--- src/design/ppmcd_pkg.sv ---
`timescale 1ns / 1ps
// ----------------------------------------------------------------------------
// ppmcd_pkg: shared types and constants of the PPM capture decoder
// Gap thresholds in microseconds, register map and the per-request tag that
// travels down the decoder pipeline beside the arithmetic.
// ----------------------------------------------------------------------------
package ppmcd_pkg;

    localparam int CAP_W   = 16;  // capture timestamp width
    localparam int GAP_W   = 15;  // gap in microseconds after halving
    localparam int DEV_W   = 12;  // signed deviation from centre, channel gaps only
    localparam int GAIN_W  = 7;   // gain setting register width
    localparam int FACT_W  = 8;   // gain setting plus ten
    localparam int PROD_W  = 18;  // signed deviation times factor
    localparam int MAG_W   = 16;  // magnitude of that product
    localparam int RECIP_W = 17;  // reciprocal of ten, scaled by 2^19
    localparam int RSHIFT  = 19;
    localparam int QUOT_W  = 14;  // magnitude of the quotient before saturation
    localparam int IDX_W   = 3;
    localparam int VAL_W   = 13;

    localparam logic [GAP_W-1:0] SYNC_LO   = GAP_W'(4000);
    localparam logic [GAP_W-1:0] SYNC_HI   = GAP_W'(19000);
    localparam logic [GAP_W-1:0] CHAN_LO   = GAP_W'(800);
    localparam logic [GAP_W-1:0] CHAN_HI   = GAP_W'(2200);
    localparam logic [GAP_W:0]   CENTRE_US = (GAP_W+1)'(1500);
    localparam logic signed [FACT_W-1:0] GAIN_BASE = FACT_W'(10);
    localparam logic [RECIP_W-1:0] RECIP_TEN = RECIP_W'(52429);

    localparam logic [QUOT_W-1:0] POS_LIMIT = QUOT_W'(4095);
    localparam logic [QUOT_W-1:0] NEG_LIMIT = QUOT_W'(4096);
    localparam logic signed [VAL_W-1:0] VAL_MAX = 13'sd4095;
    localparam logic signed [VAL_W-1:0] VAL_MIN = -13'sd4096;

    // Register map: the index is the word address.
    localparam logic REG_GAIN = 1'b0;

    typedef struct packed {
        logic             sync_seen;
        logic             channel_valid;
        logic             frame_lost;
        logic [IDX_W-1:0] channel_index;
    } t_tag;

endpackage

--- src/design/ppm_capture_decoder_core.sv ---
`timescale 1ns / 1ps
// ----------------------------------------------------------------------------
// ppm_capture_decoder_core: PPM stream decoder working on edge timestamps
// Classifies each capture gap as sync, channel or loss and scales channel
// values by the programmable gain setting.
// ----------------------------------------------------------------------------
// The decoder takes one capture request per clock cycle while the output side
// is not stalled, and returns one result for each accepted request.
// There are three register stages: gap classification and frame
// tracking, the gain multiply, and the divide by ten done as a reciprocal
// multiply with saturation. Frame state is updated as a request is accepted,
// so back-to-back captures are decoded correctly. Write gain_setting (word 0)
// only while no request is in flight.
module ppm_capture_decoder_core #(
    parameter int CHANNEL_COUNT = 8
) (
    input  logic        i_clk,
    input  logic        i_rst_n,
    // capture stream; tdata [15:0] capture_time
    input  logic        s_axis_tvalid,
    output logic        s_axis_tready,
    input  logic [15:0] s_axis_tdata,
    // result stream; tdata [2:0] channel_index, [15:3] channel_value
    output logic        m_axis_tvalid,
    input  logic        m_axis_tready,
    output logic [15:0] m_axis_tdata,
    // tuser [0] sync_seen, [1] channel_valid, [2] frame_lost
    output logic [2:0]  m_axis_tuser,
    // configuration
    input  logic        psel,
    input  logic        penable,
    input  logic        pwrite,
    input  logic [2:0]  paddr,
    input  logic [31:0] pwdata,
    output logic [31:0] prdata,
    output logic        pready
);

    localparam int POS_W = $clog2(CHANNEL_COUNT + 2);
    localparam int IDX_SRC_W = (POS_W > ppmcd_pkg::IDX_W) ? POS_W : ppmcd_pkg::IDX_W;

    // ------------------------------------------------------------------
    // Configuration
    // ------------------------------------------------------------------
    logic signed [ppmcd_pkg::GAIN_W-1:0] r_gain;

    assign pready = 1'b1;

    always_ff @(posedge i_clk) begin
        if (!i_rst_n) begin
            r_gain <= '0;
        end else if (psel && penable && pwrite && pready && (paddr[2] == ppmcd_pkg::REG_GAIN)) begin
            r_gain <= pwdata[ppmcd_pkg::GAIN_W-1:0];
        end
    end

    always_comb begin
        if (paddr[2] == ppmcd_pkg::REG_GAIN) begin
            prdata = {{(32-ppmcd_pkg::GAIN_W){r_gain[ppmcd_pkg::GAIN_W-1]}}, r_gain};
        end else begin
            prdata = '0;
        end
    end

    // ------------------------------------------------------------------
    // Pipeline flow control
    // ------------------------------------------------------------------
    logic r_v1, r_v2, r_v3;
    logic w_en1, w_en2, w_en3;
    logic w_accept;

    assign w_en3 = !r_v3 || m_axis_tready;
    assign w_en2 = !r_v2 || w_en3;
    assign w_en1 = !r_v1 || w_en2;
    assign s_axis_tready = w_en1;
    assign w_accept = s_axis_tvalid && s_axis_tready;

    always_ff @(posedge i_clk) begin
        if (!i_rst_n) begin
            r_v1 <= 1'b0;
            r_v2 <= 1'b0;
            r_v3 <= 1'b0;
        end else begin
            if (w_en1) r_v1 <= w_accept;
            if (w_en2) r_v2 <= r_v1;
            if (w_en3) r_v3 <= r_v2;
        end
    end

    // ------------------------------------------------------------------
    // Stage 1: gap measurement, classification and frame tracking
    // ------------------------------------------------------------------
    logic [ppmcd_pkg::CAP_W-1:0] r_prev_cap, n_prev_cap;
    logic [POS_W-1:0]            r_pos, n_pos;

    logic [ppmcd_pkg::CAP_W-1:0] w_diff;
    logic [ppmcd_pkg::GAP_W-1:0] w_gap;
    logic [ppmcd_pkg::GAP_W:0]   w_dev_full;
    logic [IDX_SRC_W-1:0]        w_pos_m1;
    logic                        w_sync, w_taking, w_in_chan;
    ppmcd_pkg::t_tag             w_tag;
    logic signed [ppmcd_pkg::DEV_W-1:0] w_dev;

    assign w_diff     = s_axis_tdata - r_prev_cap;
    assign w_gap      = w_diff[ppmcd_pkg::CAP_W-1:1];
    assign w_dev_full = {1'b0, w_gap} - ppmcd_pkg::CENTRE_US;
    assign w_pos_m1   = IDX_SRC_W'(r_pos) - IDX_SRC_W'(1);

    assign w_sync    = (w_gap > ppmcd_pkg::SYNC_LO) && (w_gap < ppmcd_pkg::SYNC_HI);
    assign w_taking  = (r_pos != '0) && (r_pos <= POS_W'(CHANNEL_COUNT));
    assign w_in_chan = (w_gap > ppmcd_pkg::CHAN_LO) && (w_gap < ppmcd_pkg::CHAN_HI);

    always_comb begin
        w_tag.sync_seen     = w_sync;
        w_tag.channel_valid = !w_sync && w_taking && w_in_chan;
        w_tag.frame_lost    = !w_sync && w_taking && !w_in_chan;
        w_tag.channel_index = w_tag.channel_valid ? w_pos_m1[ppmcd_pkg::IDX_W-1:0] : '0;
        // A zero deviation makes every non-channel result carry a zero value.
        w_dev = w_tag.channel_valid ? w_dev_full[ppmcd_pkg::DEV_W-1:0] : '0;
    end

    always_comb begin
        n_prev_cap = r_prev_cap;
        n_pos      = r_pos;
        if (w_accept) begin
            n_prev_cap = s_axis_tdata;
            if (w_tag.sync_seen) begin
                n_pos = POS_W'(1);
            end else if (w_tag.channel_valid) begin
                n_pos = r_pos + POS_W'(1);
            end else if (w_tag.frame_lost) begin
                n_pos = '0;
            end
        end
    end

    always_ff @(posedge i_clk) begin
        if (!i_rst_n) begin
            r_prev_cap <= '0;
            r_pos      <= '0;
        end else begin
            r_prev_cap <= n_prev_cap;
            r_pos      <= n_pos;
        end
    end

    ppmcd_pkg::t_tag                    r_tag1;
    logic signed [ppmcd_pkg::DEV_W-1:0] r_dev1;

    always_ff @(posedge i_clk) begin
        if (w_en1) begin
            r_tag1 <= w_tag;
            r_dev1 <= w_dev;
        end
    end

    // ------------------------------------------------------------------
    // Stage 2: deviation times (gain setting + 10)
    // ------------------------------------------------------------------
    logic signed [ppmcd_pkg::FACT_W-1:0]                  w_factor;
    logic signed [ppmcd_pkg::DEV_W+ppmcd_pkg::FACT_W-1:0] w_prod;
    ppmcd_pkg::t_tag                                      r_tag2;
    logic signed [ppmcd_pkg::PROD_W-1:0]                  r_prod2;

    assign w_factor = {r_gain[ppmcd_pkg::GAIN_W-1], r_gain} + ppmcd_pkg::GAIN_BASE;
    assign w_prod   = r_dev1 * w_factor;

    always_ff @(posedge i_clk) begin
        if (w_en2) begin
            r_tag2  <= r_tag1;
            r_prod2 <= w_prod[ppmcd_pkg::PROD_W-1:0];
        end
    end

    // ------------------------------------------------------------------
    // Stage 3: divide by ten toward zero, then saturate to 13 bits
    // ------------------------------------------------------------------
    logic                                 w_neg;
    logic [ppmcd_pkg::PROD_W-1:0]         w_abs;
    logic [ppmcd_pkg::MAG_W+ppmcd_pkg::RECIP_W-1:0] w_scaled;
    logic [ppmcd_pkg::QUOT_W-1:0]         w_quot;
    logic signed [ppmcd_pkg::VAL_W-1:0]   w_value;
    ppmcd_pkg::t_tag                      r_tag3;
    logic signed [ppmcd_pkg::VAL_W-1:0]   r_value3;

    assign w_neg    = r_prod2[ppmcd_pkg::PROD_W-1];
    assign w_abs    = w_neg ? (~r_prod2 + 1'b1) : r_prod2;
    // The magnitude stays below 2^16, where this reciprocal gives the exact floor.
    assign w_scaled = w_abs[ppmcd_pkg::MAG_W-1:0] * ppmcd_pkg::RECIP_TEN;
    assign w_quot   = w_scaled[ppmcd_pkg::RSHIFT +: ppmcd_pkg::QUOT_W];

    always_comb begin
        if (!w_neg && (w_quot > ppmcd_pkg::POS_LIMIT)) begin
            w_value = ppmcd_pkg::VAL_MAX;
        end else if (w_neg && (w_quot > ppmcd_pkg::NEG_LIMIT)) begin
            w_value = ppmcd_pkg::VAL_MIN;
        end else if (w_neg) begin
            w_value = -$signed(w_quot[ppmcd_pkg::VAL_W-1:0]);
        end else begin
            w_value = w_quot[ppmcd_pkg::VAL_W-1:0];
        end
    end

    always_ff @(posedge i_clk) begin
        if (w_en3) begin
            r_tag3   <= r_tag2;
            r_value3 <= w_value;
        end
    end

    assign m_axis_tvalid = r_v3;
    assign m_axis_tdata  = {r_value3, r_tag3.channel_index};
    assign m_axis_tuser  = {r_tag3.frame_lost, r_tag3.channel_valid, r_tag3.sync_seen};

    // ------------------------------------------------------------------
    // Assertions
    // ------------------------------------------------------------------
    a_one_kind: assert property (@(posedge i_clk) disable iff (!i_rst_n)
        m_axis_tvalid |-> $countones(m_axis_tuser) <= 1)
        else $error("more than one result kind flagged");

    a_zero_when_no_channel: assert property (@(posedge i_clk) disable iff (!i_rst_n)
        (m_axis_tvalid && !m_axis_tuser[1]) |-> (m_axis_tdata == '0))
        else $error("channel fields non-zero without a channel");

    a_pos_range: assert property (@(posedge i_clk) disable iff (!i_rst_n)
        r_pos <= POS_W'(CHANNEL_COUNT + 1))
        else $error("frame position out of range");

    a_sync_rearms: assert property (@(posedge i_clk) disable iff (!i_rst_n)
        (w_accept && w_sync) |=> (r_pos == POS_W'(1)))
        else $error("sync gap did not arm the frame");

endmodule
--- config.mk ---
export PLATFORM = sky130hd
export DESIGN_NAME = ppm_capture_decoder_core
export DESIGN_NICKNAME = d
export VERILOG_FILES = /design/src/design/ppmcd_pkg.sv /design/src/design/ppm_capture_decoder_core.sv
export SDC_FILE = /design/constraint.sdc
export NUM_CORES = 1
export LEC_CHECK = 0
export ABC_AREA = 1
export BUFFER_PORTS_ARGS = -buffer_cell sky130_fd_sc_hd__buf_4
export CORE_UTILIZATION = 32
export DETAILED_ROUTE_END_ITERATION = 10
export HOLD_SLACK_MARGIN = 0.15
export PLACE_DENSITY = 0.46
export RECOVER_POWER = 100
export SLEW_MARGIN = 20
export SYNTH_ARGS = -nofsm -noshare
export SYNTH_HDL_FRONTEND = slang
export SYNTH_SLANG_ARGS = --single-unit
--- constraint.sdc ---
create_clock -name i_clk -period 18.3 [get_ports i_clk]
set_clock_uncertainty 0.1 [all_clocks]
set_input_delay 3.66 -clock i_clk [delete_from_list [all_inputs] [get_ports i_clk]]
set_output_delay 3.66 -clock i_clk [all_outputs]
set_load 0.05 [all_outputs]
==> flow_metrics.py <==
metrics = {
    "global_route": {
        "antenna_found_initial": 0,
        "grt_first_pass_wirelength_mm": 55.85,
        "grt.overflow.total": 0,
        "grt_max_degree": 33,
        "track_usage": 0.1582,
        "grt_pass1_vias": 11361,
    },
    "floorplan": {
        "die_area_sq_um": 44670,
        "ioPinCount": 112,
        "fp-row-count": 76,
        "design.core.area_sq_um": 43170,
        "die_h_um": 211.4,
        "die_w_um": 211.4,
        "initial_utilization": 0.3249,
    },
    "synthesis": {
        "synth_fp_nets": 2235,
        "synth_edf_count": 60,
        "synthFlopType": "edfxtp_1",
        "async_reset_ff_frac": 0,
        "synth_top_cells_by_area": "fa_1 21%, ha_1 17%, edfxtp_1 13%",
        "yosys.area.top_type_share": 0.2098,
        "synth_adder_area_share": 0.3749,
        "synthSimpleGateAreaFrac": 0.2031,
        "synth_mux_area_frac": 0,
        "syn_inst": 1845,
        "yosysWarningCount": 0,
        "syn_area_per_cell_sq_um": 7.601,
        "ys_ff_latch": 90,
        "synth_top_family_by_area": "adder cells",
        "yosysUniqueCellTypes": 44,
        "synth_top_area_cell": "fa_1",
        "synth_xor_area_frac": 0.04612,
        "synth-compound-area-share": 0.06093,
        "yosysSeqAreaShare": 0.1713,
        "syn-cell-area_sq_um": 14020,
    },
    "setup_path": {
        "path_delay_family": "simple AND/OR/NAND/NOR gates",
        "cp-start-kind": "input pin",
        "cp_num_buf_inv": 3,
        "r2r_slack_ns": 9.89,
        "critical_path_class": "input pin to output pin",
        "crit_top_cell": "nand2_1",
        "arrival_ns": 5.29,
        "crit_slowest_cell": "nand2_1",
        "end_kind": "output pin",
        "path_max_fanout": 21,
        "required_ns": 14.54,
        "path_cells": "clkbuf_4, inv_1, nand2_1, nor2_1, nand2_1, clkbuf_1",
        "slowest_delay_ns": 0.64,
    },
    "clocking": {
        "numClockSinks": 90,
        "htree_levels": 3,
        "cts-root-buf": "clkbuf_16",
        "hold_buffers": 0,
        "cts_tree": "built",
        "cts_buffers": 9,
        "cts_resized": 0,
        "cts.path.max_buffers": 2,
        "clkLatencyLatePin_ns": 0.36,
        "path_clk_slew_ns": 0.07,
        "cts_setup_buffers": 0,
    },
    "placement": {
        "place_area_sq_um": 15140,
        "port_buffers": 83,
        "dp_hpwl_mm": 29.48,
        "gp_congestion": 0.8983,
    },
    "detailed_routing": {
        "routed_wl_mm": 33.74,
        "drc_errors": 0,
        "drtPass1Iterations": 5,
        "via_per_inst": 4.466,
        "antenna_left": 0,
        "drt-initial-drc-count": 587,
        "vias": 11121,
        "wl_per_cell_um": 13.55,
    },
    "layout": {
        "final_area_sq_um": 15220,
        "multi_input_area_sq_um": 9597,
        "area.growth.synth_to_final_pct": 8.520,
        "drive_above_1_share": 0.03780,
        "fill_cells": 4714,
        "seq_area_sq_um": 2402,
        "final_nets": 2290,
        "n_antenna_cell": 0,
    },
    "power": {
        "ir_drop_mv": 0.05228,
        "cellPowerDensity_nw_per_um2": 75.30,
        "leakagePower_nw": 8.633,
        "p_total_mw": 1.146,
    },
    "sta": {
        "post-route-period-util": 0.4943,
        "finalSetupViolCount": 0,
        "clock.fmax_ghz": 0.1105,
        "drv_slew": 0,
        "relSlewSlack": 0.2840,
        "tightest_slew_ns": 1.074,
        "setup_tns_ns": 0,
        "rsz0062_at_grt": "false",
        "period_needed_ns": 9.046,
        "hold_viol": 0,
    },
    "outcome": {
        "status": "completed",
    },
    "hold_path": {
        "hold_path.class": "flop to flop",
    },
    "flow_run": {
        "drv_cap": 0,
    },
}
[Yosys cell counts (12+ instances only)]
| library cell | count |
|---|---|
| buf_4 | 27 |
| inv_1 | 450 |
| edfxtp_1 | 60 |
| a21oi_1 | 73 |
| nor2_1 | 153 |
| xnor2_1 | 23 |
| xor2_1 | 49 |
| o21bai_1 | 12 |
| nor3_1 | 14 |
| ha_1 | 185 |
| nand2_1 | 404 |
| nand4_1 | 19 |
| nand3_1 | 65 |
| o21ai_0 | 48 |
| clkbuf_1 | 13 |
| dfxtp_1 | 30 |
| fa_1 | 147 |
[kinds of logic after synthesis]
group                      after synthesis
and+or+nand+nor                        689
buffers and inverters                  506
adders and majority gates              332
AOI/OAI and AO/OA                      154
DFF                                     90
xor gates and xnor gates                73
other                                    1
[placed cells by master (no fill, tap or decap), types with 3 or more instances in the layout]
master     instances
inv_1            451
nand2_1          406
ha_1             185
nor2_1           155
fa_1             147
a21oi_1           73
nand3_1           66
edfxtp_1          60
clkbuf_1          55
xor2_1            49
o21ai_0           48
buf_4             31
dfxtp_1           30
xnor2_1           23
nand4_1           19
nor3_1            14
o21bai_1          12
clkbuf_16          9
nand3b_1           8
inv_2              7
a21o_1             5
a31oi_1            5
or2_2              4
clkinv_1           4
a21boi_0           3
nand3_2            3
nand2_2            3
nor4_1             3
clkbuf_4           3
[power breakdown]
part | switching (mW) | internal [mW]
registers | 0.00949 | 0.249
logic | 0.472 | 0.227
clock network | 0.0828 | 0.106
[routing by layer]
metal,wire length (um),GRT usage,up-vias,share of wire
li1,-,-,5721,-
met4,311,0.02874,0,0.0092
met3,856,0.01750,18,0.025
met5,0,0,-,0
met1,16160,0.2074,5213,0.48
met2,16410,0.2811,169,0.49
[state kept, by name (all words and copies together), names as in the netlist]
| register | flops |
|---|---|
| r_prod2 | 17 |
| r_prev_cap | 16 |
| r_value3 | 13 |
| r_dev1 | 12 |
| r_gain | 7 |
| r_tag1 | 6 |
| r_tag2 | 6 |
| r_pos | 4 |
| m_axis_tdata | 3 |
| m_axis_tuser | 3 |
| m_axis_tvalid | 1 |
| r_v1 | 1 |
| r_v2 | 1 |
[final cells by class]
type,count,share of cell area
Clock buffer,10,0.01504
Clock inverter,6,0.004439
Inverter,462,0.1139
Multi-Input combinational cell,1249,0.6305
Sequential cell,90,0.1578
Tap cell,585,0.04809
Timing Repair Buffer,88,0.03009
[metrics by stage]
stage | setup WS (ns) | hold slack, ns | util | instances
finish | 9.254 | 0.3192 | 0.3525 | 2490
global route | 9.081 | 0.3285 | 0.3525 | 2490
CTS | 9.379 | 0.3219 | 0.3576 | 2490
detailed placement | 9.384 | 0.3045 | 0.3507 | 2474
global placement | 9.431 | 0.3042 | 0.3507 | 2474
floorplan | 8.874 | 0.3003 | - | 1845
[worst paths after layout]
check	start	endpoint	cells past startpoint
hold reg to reg	r_tag1[1]	r_tag2[1]	0
hold / removal	r_tag1[1]	r_tag2[1]	0
setup reg to reg	r_prod2[0]	r_value3[10]	37
setup / recovery	m_axis_tready	s_axis_tready	6
No activity file was read; power rests on OpenSTA's default activity.
